`src/design/sm4_pkg.sv`:
```
`timescale 1ns / 1ps

package sm4_pkg;

	localparam int WORD_W    = 32;
	localparam int ROUNDS    = 32;
	localparam int CFG_IDX_W = 3;

	typedef logic [WORD_W-1:0] word_t;
	typedef logic [3:0][WORD_W-1:0] quad_t;

	// Configuration register indexes
	typedef logic [CFG_IDX_W-1:0] cfg_idx_t;
	localparam cfg_idx_t IDX_KEY_WORD0 = 3'd0;
	localparam cfg_idx_t IDX_KEY_WORD1 = 3'd1;
	localparam cfg_idx_t IDX_KEY_WORD2 = 3'd2;
	localparam cfg_idx_t IDX_KEY_WORD3 = 3'd3;

	typedef struct packed {
		word_t plain_word0;
		word_t plain_word1;
		word_t plain_word2;
		word_t plain_word3;
	} plain_t;

	typedef struct packed {
		word_t cipher_word0;
		word_t cipher_word1;
		word_t cipher_word2;
		word_t cipher_word3;
	} cipher_t;

	// What travels down the round pipeline: block words and key words, oldest at index 0
	typedef struct packed {
		quad_t blk;
		quad_t kreg;
	} stage_t;

	localparam word_t FK [4] = '{
		32'hA3B1BAC6, 32'h56AA3350, 32'h677D9197, 32'hB27022DC
	};

	localparam word_t CK [ROUNDS] = '{
		32'h00070e15, 32'h1c232a31, 32'h383f464d, 32'h545b6269,
		32'h70777e85, 32'h8c939aa1, 32'ha8afb6bd, 32'hc4cbd2d9,
		32'he0e7eef5, 32'hfc030a11, 32'h181f262d, 32'h343b4249,
		32'h50575e65, 32'h6c737a81, 32'h888f969d, 32'ha4abb2b9,
		32'hc0c7ced5, 32'hdce3eaf1, 32'hf8ff060d, 32'h141b2229,
		32'h30373e45, 32'h4c535a61, 32'h686f767d, 32'h848b9299,
		32'ha0a7aeb5, 32'hbcc3cad1, 32'hd8dfe6ed, 32'hf4fb0209,
		32'h10171e25, 32'h2c333a41, 32'h484f565d, 32'h646b7279
	};

	localparam logic [7:0] SBOX [256] = '{
		8'hd6,8'h90,8'he9,8'hfe,8'hcc,8'he1,8'h3d,8'hb7,8'h16,8'hb6,8'h14,8'hc2,8'h28,8'hfb,8'h2c,8'h05,
		8'h2b,8'h67,8'h9a,8'h76,8'h2a,8'hbe,8'h04,8'hc3,8'haa,8'h44,8'h13,8'h26,8'h49,8'h86,8'h06,8'h99,
		8'h9c,8'h42,8'h50,8'hf4,8'h91,8'hef,8'h98,8'h7a,8'h33,8'h54,8'h0b,8'h43,8'hed,8'hcf,8'hac,8'h62,
		8'he4,8'hb3,8'h1c,8'ha9,8'hc9,8'h08,8'he8,8'h95,8'h80,8'hdf,8'h94,8'hfa,8'h75,8'h8f,8'h3f,8'ha6,
		8'h47,8'h07,8'ha7,8'hfc,8'hf3,8'h73,8'h17,8'hba,8'h83,8'h59,8'h3c,8'h19,8'he6,8'h85,8'h4f,8'ha8,
		8'h68,8'h6b,8'h81,8'hb2,8'h71,8'h64,8'hda,8'h8b,8'hf8,8'heb,8'h0f,8'h4b,8'h70,8'h56,8'h9d,8'h35,
		8'h1e,8'h24,8'h0e,8'h5e,8'h63,8'h58,8'hd1,8'ha2,8'h25,8'h22,8'h7c,8'h3b,8'h01,8'h21,8'h78,8'h87,
		8'hd4,8'h00,8'h46,8'h57,8'h9f,8'hd3,8'h27,8'h52,8'h4c,8'h36,8'h02,8'he7,8'ha0,8'hc4,8'hc8,8'h9e,
		8'hea,8'hbf,8'h8a,8'hd2,8'h40,8'hc7,8'h38,8'hb5,8'ha3,8'hf7,8'hf2,8'hce,8'hf9,8'h61,8'h15,8'ha1,
		8'he0,8'hae,8'h5d,8'ha4,8'h9b,8'h34,8'h1a,8'h55,8'had,8'h93,8'h32,8'h30,8'hf5,8'h8c,8'hb1,8'he3,
		8'h1d,8'hf6,8'he2,8'h2e,8'h82,8'h66,8'hca,8'h60,8'hc0,8'h29,8'h23,8'hab,8'h0d,8'h53,8'h4e,8'h6f,
		8'hd5,8'hdb,8'h37,8'h45,8'hde,8'hfd,8'h8e,8'h2f,8'h03,8'hff,8'h6a,8'h72,8'h6d,8'h6c,8'h5b,8'h51,
		8'h8d,8'h1b,8'haf,8'h92,8'hbb,8'hdd,8'hbc,8'h7f,8'h11,8'hd9,8'h5c,8'h41,8'h1f,8'h10,8'h5a,8'hd8,
		8'h0a,8'hc1,8'h31,8'h88,8'ha5,8'hcd,8'h7b,8'hbd,8'h2d,8'h74,8'hd0,8'h12,8'hb8,8'he5,8'hb4,8'hb0,
		8'h89,8'h69,8'h97,8'h4a,8'h0c,8'h96,8'h77,8'h7e,8'h65,8'hb9,8'hf1,8'h09,8'hc5,8'h6e,8'hc6,8'h84,
		8'h18,8'hf0,8'h7d,8'hec,8'h3a,8'hdc,8'h4d,8'h20,8'h79,8'hee,8'h5f,8'h3e,8'hd7,8'hcb,8'h39,8'h48
	};

	function automatic word_t rotl(input word_t w, input int amt);
		rotl = (w << amt) | (w >> (WORD_W - amt));
	endfunction

	// Byte-wise S-box over a word
	function automatic word_t tau(input word_t w);
		tau = {SBOX[w[31:24]], SBOX[w[23:16]], SBOX[w[15:8]], SBOX[w[7:0]]};
	endfunction

	function automatic word_t data_mix(input word_t w);
		word_t b;
		b = tau(w);
		data_mix = b ^ rotl(b, 2) ^ rotl(b, 10) ^ rotl(b, 18) ^ rotl(b, 24);
	endfunction

	function automatic word_t key_mix(input word_t w);
		word_t b;
		b = tau(w);
		key_mix = b ^ rotl(b, 13) ^ rotl(b, 23);
	endfunction

endpackage

```
`src/design/sm4_key_regs.sv`:
```
`timescale 1ns / 1ps

module sm4_key_regs (
	input  logic              clk,
	input  logic              arst_n,
	input  logic              cfg_valid,
	input  sm4_pkg::cfg_idx_t cfg_index,
	input  sm4_pkg::word_t    cfg_data,
	output sm4_pkg::quad_t    kreg_init
);
	import sm4_pkg::*;

	quad_t key_q;

	always_ff @(posedge clk or negedge arst_n) begin
		if (!arst_n) begin
			key_q <= '0;
		end else if (cfg_valid) begin
			case (cfg_index)
				IDX_KEY_WORD0: key_q[0] <= cfg_data;
				IDX_KEY_WORD1: key_q[1] <= cfg_data;
				IDX_KEY_WORD2: key_q[2] <= cfg_data;
				IDX_KEY_WORD3: key_q[3] <= cfg_data;
				default: ;	// drop writes past the last key word
			endcase
		end
	end

	// Whiten the key with the system constants before the schedule
	always_comb begin
		for (int i = 0; i < 4; i++) begin
			kreg_init[i] = key_q[i] ^ FK[i];
		end
	end

endmodule

```
`config.mk`:
```
export PLATFORM = sky130hd
export DESIGN_NAME = sm4_key_regs
export DESIGN_NICKNAME = d
export VERILOG_FILES = /design/src/design/sm4_pkg.sv /design/src/design/sm4_key_regs.sv
export SDC_FILE = /design/constraint.sdc
export NUM_CORES = 1
export LEC_CHECK = 0
export ABC_CLOCK_PERIOD_IN_PS = 800
export BUFFER_PORTS_ARGS = -buffer_cell sky130_fd_sc_hd__buf_2
export CORE_ASPECT_RATIO = 1.5
export CORE_MARGIN = 2
export CORE_UTILIZATION = 47
export DETAILED_ROUTE_END_ITERATION = 10
export PLACE_DENSITY = 0.79
export SETUP_SLACK_MARGIN = 0.5
export SYNTH_ARGS = -nofsm -noshare
export SYNTH_HDL_FRONTEND = slang
export SYNTH_SLANG_ARGS = --single-unit
```
`constraint.sdc`:
```
create_clock -name clk -period 0.8 [get_ports clk]
set_clock_uncertainty 0.05 [all_clocks]
set_input_delay 0.04 -clock clk [delete_from_list [all_inputs] [get_ports clk]]
set_output_delay 0.04 -clock clk [all_outputs]
set_load 0.02 [all_outputs]
```
# Word-level counts from Yosys, hierarchy flattened
# Index checks and enable logic that the tools add are counted.
# totals
elab_cells	16
output_inout_bits	128
inputBits	38
regBits	128
# classes
n_eq_ne	3
bitwise_logic	4
n_reduce_logical	5
# op_table
operator	n
14-bit inverter	2
19-bit inverter	1
17-bit inverter	1
2-bit AND reduction	4
3-bit by 2-bit equality test with 1-bit output, second input constant	2
3-bit by 1-bit equality test with 1-bit output, second input constant	1
3-bit logical NOT	1

# Logic depth before layout (Yosys ltp)
# Gate-level depths: netlist of the first run.
# depth
depth_word	2
depth_mapped	4

# Worst setup path after synthesis of the first run
# No wires, ideal clock.
# synth_timing
kind	input-to-reg
from	input port cfg_index[1]
to	register key_q[21] in the netlist's numbering
stages	3
slack_ps	-338
path_buffers	1
t_arrival_ps	963
required_time_ps	625
path_cell_list	nor4b_4 > buf_6 > mux2_2
# synth_via
elab_chain_cells	2
# synth_rtl
element	line_no	source
from (decl)	sm4_key_regs.sv:7	input sm4_pkg::cfg_idx_t cfg_index,
3-bit logical NOT	sm4_key_regs.sv:19	case (cfg_index)
2-bit AND reduction (no line)	-	
to (decl)	sm4_key_regs.sv:13	quad_t key_q;
# Every way passes these cells.
# A chain may end at the register's enable or synchronous reset.

==> run_results.csv, run 1 <==
group,metric,value,unit
clock_tree,cts_buffers,17,
critical_path,path_class,"reg -> out",
global_routing,grt_pass1_vias,4730,
final_layout,final_nets,753,
placement,dp.cells,729,
global_routing,grt_usage,30.1,%
critical_path,critPathMaxStageDelay,440,ps
synth,synth.largest_area_cell,"dfrtp_1",
clock_tree,cts_buffer_depth,2,
floorplan,die_h,137,µm
synth,synth_edf_count,0,
floorplan,ios,166,
pwr,p_per_area,3040,nW/µm²
global_routing,grt.overflow.total,0,
floorplan,rows,48,
critical_path,critical_path_required,710,ps
sta,hold_viol_final,256,
clock_tree,clk_pin_slew,60,ps
critical_path,worstPathArrival,1160,ps
global_routing,antenna_found_initial,0,
synth,yosys.cell_count.top_type,"dfrtp_1",
sta,rsz0062_at_grt,"true",
global_routing,grt_max_degree,52,
global_routing,met1_usage,31.5,%
synth,synth-async-reset-ratio,100,%
critical_path,ff2ff_setup_slack,-300,ps
clock_tree,cts_tree,"built",
placement,place_congestion,0.793,
hold_path,hold_class,"in -> async",
drt,vias,4332,
clock_tree,cts-root-buf,"clkbuf_16",
job,max_cap_violations,0,
critical_path,r2r-start,"key_q[88]$_DFFE_PN0P_",
placement,io_buffers,165,
floorplan,die_area,12700,µm²
drt,wl,21.5,mm
final_layout,final_cell_count_no_fill,878,
clock_tree,insertion_delay,400,ps
drt,drcViolationCount,0,
synth,synthTopCellsByCount,"128 x dfrtp_1, 117 x mux2_2, 64 x buf_4, 64 x inv_1, 11 x mux2_1",
pwr,peakVddDrop,1.88,mV
synth,synthFlopType,"dfrtp_1",
critical_path,crit_chain,"buf_6, inv_2, buf_6",
sta,slew_headroom,80.1,%
global_routing,globalRouteMet2Util,58.5,%
synth,synth_top_area_share,57.8,%
clock_tree,cts_max_level,4,
sta,worstMarginPinSlew,297,ps
critical_path,endpoint_kind,"output port",
critical_path,reg2reg_depth,3,
critical_path,startpoint_type,"flop",
drt,viasPerCell,4.93,
clock_tree,cts_sinks,128,
sta,worst_slack,-448,ps
run_status,status,"finished, violations left",
sta,holdWs,-560,ps
drt,drt_iter0_markers,208,
sta,slew_viol_final,0,
pwr,p_leak,5.32,nW
drt,drtAntennaViolNets,0,
critical_path,r2r_end,"key_q[88]$_DFFE_PN0P_",
floorplan,start_util,48.1,%
synth,synth-seq-area-share,57.8,%
floorplan,die_width,92.7,µm
global_routing,grt_pass1_wl,27.8,mm
sta,setup_viol,256,
final_layout,num_antenna_cells,0,
placement,dp_hpwl,8.51,mm
pwr,finalPower,31.7,mW
synth,yosysUniqueCellTypes,10,
critical_path,crit_top_cell,"buf_6",
sta,max_clock_freq,0.801,GHz
synth,yosysWarnings,0,
synth,synthCells,402,
drt,wl_per_cell,24.5,µm
synth,ys_seq_elements,128,
critical_path,cpMaxStageDelayCell,"dfrtp_1",
sta,fin_crit_sh,156,%
floorplan,core_area,11500,µm²
synth,syn_avg_cell_area,13.8,µm²
final_layout,post-route-util,90.5,%
synth,synth_area_leaders,"dfrtp_1 58%, mux2_2 24%, buf_4 8.7%",
synth,syn_area,5540,µm²
critical_path,crit_fanout,2,
drt,drtPass1Iterations,4,
global_routing,busiest_layer,"met2",
final_layout,drive_above_1_share,82.3,%
synth,syn_nets,440,
run_status,violations,"hold timing, setup timing",
global_routing,use_met3,6.72,%
final_layout,syn2layout_area_growth,88.2,%
sta,fin_crit,1250,ps
[cell type report]
class	instances	area, µm²
Multi-Input combinational cell	132	1990
Tap cell	150	188
Fill cell	407	1100
Clock buffer	23	508
Timing Repair Buffer	372	4070
Inverter	64	300
Sequential cell	128	3200
Clock inverter	9	175
[layout by cell type, fill, tap and decap left out, drive strengths merged]
master / instances
buf: 372
nand4b: 1
mux2: 128
dfrtp: 128
clkinvlp: 2
inv: 64
bufinv: 5
clkinv: 2
clkbuf: 23
nor4b: 1
nor4bb: 2
[state kept, by name, indices dropped and copies added, names as in the netlist]
| register | flops |
|---|---|
| kreg_init | 64 |
| key_q | 64 |
[report_power, final]
group          internal [mW]  total (mW)  leakage [nW]  switching [mW]
Sequential              7.92        9.38          1.54            1.47
Combinational           8.12        13.3          3.45            5.14
Clock                   6.03        9.04         0.331            3.01
Total                   22.1        31.7          5.32            9.62
[what timing repair did]
item	in CTS	in global routing
gates resized for setup	445	98
endpoints found under the setup margin	256	256
cloned	7	0
buffers inserted	64	46
endpoints found under the hold margin	256	256
pin swaps	3	0
[cell families (layout without fill, tap and decap cells)]
group                  Yosys count  after routing  share of synthesized area, %
buffers and inverters          142            468                          15.3
flip-flops                     128            128                          57.8
multiplexers                   128            128                          26.0
AND/OR/NAND/NOR                  4              4                         0.948
[layer usage]
metal / wire, µm / up-vias / part of all wire [%]
met5: 0 / - / 0
met4: 644 / 0 / 3.0
met3: 832 / 49 / 3.9
met2: 12600 / 174 / 58
met1: 7480 / 2255 / 35
li1: - / 1854 / -
[how the worst max path moves through the flow]
stage                                      from                         to
after floorplan                    cfg_index[1]      key_q[21]$_DFFE_PN0P_
after global placement             cfg_index[2]  kreg_init[73]$_DFFE_PN0P_
after detailed placement           cfg_index[2]  kreg_init[73]$_DFFE_PN0P_
after CTS                 key_q[72]$_DFFE_PN0P_              kreg_init[72]
after global routing      key_q[13]$_DFFE_PN0P_              kreg_init[13]
final                     key_q[13]$_DFFE_PN0P_              kreg_init[13]
[metrics by stage]
step / setup TNS [ps] / setup WS [ps] / instance area [µm²]
2_1_floorplan: -35690 / -338 / 5980
3_3_place_gp: -64450 / -564 / 6910
3_5_place_dp: -68200 / -621 / 6910
4_1_cts: -51450 / -386 / 9740
5_1_grt: -65380 / -465 / 10400
6_report: -60350 / -448 / 10400
[critical path: cells and delay by family, from the launching register on]
kind                   cells  cell delay, ps
DFF                        1             440
buffers and inverters      3             320
No activity file was read; power rests on OpenSTA's default activity.
==> run 2: changes to the inputs <==
--- a/config.mk
+++ b/config.mk
@@ -13,6 +13,7 @@
 export DETAILED_ROUTE_END_ITERATION = 10
 export PLACE_DENSITY = 0.79
 export SETUP_SLACK_MARGIN = 0.5
+export SKIP_LAST_GASP = 1
 export SYNTH_ARGS = -nofsm -noshare
 export SYNTH_HDL_FRONTEND = slang
 export SYNTH_SLANG_ARGS = --single-unit
==> run 2 against run 1 <==
The run still ends with hold timing, setup timing left. Design area fell by 0.96%. Non-clock buffer count fell by 8. First-iteration DRC count fell by 18%. Die area did not move. Sequential power fell by 0.4%. Hold slack got worse by 5.7 ps. Combinational power fell by 3%. Critical path depth did not move. Critical path type unchanged. Largest power group unchanged.
==> run_results.csv, run 2 (same netlist as run 1, synthesis figures left out) <==
group,metric,value,unit
critical_path,crit_end,"kreg_init[23]",
drt,drtAntennaViolNets,0,
pwr,peakVddDrop,2.35,mV
drt,drt_iter0_markers,170,
run_status,status,"finished, violations left",
global_routing,grt_pass1_vias,4720,
final_layout,drive_above_1_share,82.1,%
drt,wl_per_cell,23.5,µm
hold_path,hold_class,"in -> async",
sta,hold_viol_final,256,
global_routing,grt_max_degree,52,
critical_path,reg2reg_depth,3,
floorplan,start_util,48.1,%
final_layout,regArea,3200,µm²
critical_path,crit_top_cell,"buf_6",
clock_tree,cts-root-buf,"clkbuf_16",
global_routing,grt_pass1_wl,27.2,mm
critical_path,ff2ff_setup_slack,-280,ps
critical_path,path_class,"reg -> out",
critical_path,r2r-start,"key_q[127]$_DFFE_PN0P_",
floorplan,core_area,11500,µm²
floorplan,ios,166,
global_routing,antenna_found_initial,0,
final_layout,multi_input_area,1980,µm²
critical_path,path_delay_family,"flip-flops",
critical_path,critPathBufInv,3,
critical_path,r2r_end,"key_q[127]$_DFFE_PN0P_",
critical_path,endpoint_kind,"output port",
pwr,p_leak,5.26,nW
clock_tree,cts_max_level,4,
sta,slew_headroom,80.2,%
clock_tree,clk_pin_slew,60,ps
clock_tree,cts_sinks,128,
floorplan,die_h,137,µm
floorplan,die_width,92.7,µm
drt,drcViolationCount,0,
sta,fin_crit,1240,ps
clock_tree,insertion_delay,410,ps
final_layout,final_cell_mix,"272 x buf_6, 128 x dfrtp_1, 121 x mux2_4, 38 x inv_2, 38 x buf_4",
run_status,violations,"hold timing, setup timing",
sta,rsz0062_at_grt,"true",
placement,place_congestion,0.793,
critical_path,worstPathArrival,1150,ps
final_layout,num_antenna_cells,0,
job,max_cap_violations,0,
placement,io_buffers,165,
final_layout,final_common_cell,"buf_6",
global_routing,grt_usage,29.4,%
sta,max_clock_freq,0.805,GHz
critical_path,cpMaxStageDelayCell,"dfrtp_1",
final_layout,nFillCells,429,
final_layout,final_nets,745,
critical_path,critPathMaxStageDelay,440,ps
pwr,p_per_area,3020,nW/µm²
drt,drtPass1Iterations,4,
clock_tree,cts_buffer_depth,2,
floorplan,rows,48,
global_routing,grt.overflow.total,0,
placement,dp.cells,729,
drt,wl,20.5,mm
placement,dp_hpwl,8.51,mm
critical_path,critical_path_required,710,ps
sta,slew_viol_final,0,
sta,holdWs,-566,ps
critical_path,startpoint,"key_q[23]$_DFFE_PN0P_",
clock_tree,cts_buffers,17,
sta,worstMarginPinSlew,297,ps
floorplan,die_area,12700,µm²
clock_tree,cts_tree,"built",
sta,setup_viol,256,
drt,viasPerCell,4.99,
final_layout,syn2layout_area_growth,86.4,%
critical_path,startpoint_type,"flop",
critical_path,crit_cells,3,
drt,vias,4338,
critical_path,crit_fanout,2,
critical_path,crit_chain,"buf_6, inv_2, buf_6",
sta,fin_crit_sh,155,%
sta,worst_slack,-441,ps
final_layout,final_cell_count_no_fill,870,
==> run 2: cell types whose count changed in the layout (fill, tap and decap cells not counted) <==
cell and delta:
inv_2 -2, inv_4 +2, mux2_4 -3, mux2_2 +3, buf_4 +1, buf_6 -9
==> run 2: worst min-delay path by stage <==
stage	endpoint	start	slack [ps]
3_3_place_gp	kreg_init[104]$_DFFE_PN0P_	arst_n	-140
6_report	kreg_init[104]$_DFFE_PN0P_	arst_n	-570
5_1_grt	kreg_init[104]$_DFFE_PN0P_	arst_n	-570
2_1_floorplan	key_q[100]$_DFFE_PN0P_	arst_n	-310
4_1_cts	kreg_init[104]$_DFFE_PN0P_	arst_n	-580
3_5_place_dp	kreg_init[104]$_DFFE_PN0P_	arst_n	-140
==> run 2: metal layers <==
metal | vias to the layer above | global-route usage [%] | wire length, µm
met5 | - | 0 | 0
met2 | 173 | 56.7 | 12000
met3 | 52 | 6.66 | 793
li1 | 1840 | - | -
met4 | 0 | 11.2 | 694
met1 | 2273 | 30.5 | 7010
==> run 2: timing repair <==
action / in CTS / in global routing
pin swaps: 3 / 1
hold endpoints to repair: 256 / 256
cloned: 7 / 0
setup buffers: 64 / 38
gates resized for setup: 437 / 96
setup endpoints to repair: 256 / 256
==> run 2: cell type report <==
| cell class | count | area share [%] |
|---|---|---|
| repair buffers | 364 | 38.5 |
| well taps | 150 | 1.82 |
| clock inverters | 9 | 1.70 |
| inverters | 64 | 2.95 |
| flip-flops and latches | 128 | 31.0 |
| clock buffers | 23 | 4.92 |
| multi-input cells | 132 | 19.1 |
==> run 2: worst reg2reg max path, stage by stage (launching register included) <==
cell,delay (ps)
dfrtp_1,420
buf_6,140
buf_6,100
mux2_4,260
==> run 2: power by group <==
part,internal [mW],switching (mW)
Clock,6.03,2.91
Sequential,7.92,1.42
Combinational,7.93,4.98
Total,21.9,9.31
==> run 2: through the flow <==
step	total power [mW]	setup WS, ps	utilization (%)	TNS, ps	cell area [µm²]
2_1_floorplan	14.2	-338	-	-35690	5980
3_3_place_gp	15.8	-564	59.9	-64450	6910
3_5_place_dp	16.0	-621	59.9	-68200	6910
4_1_cts	29.1	-386	84.2	-51620	9710
5_1_grt	32.1	-461	89.6	-65890	10300
6_report	31.2	-441	89.6	-60350	10300
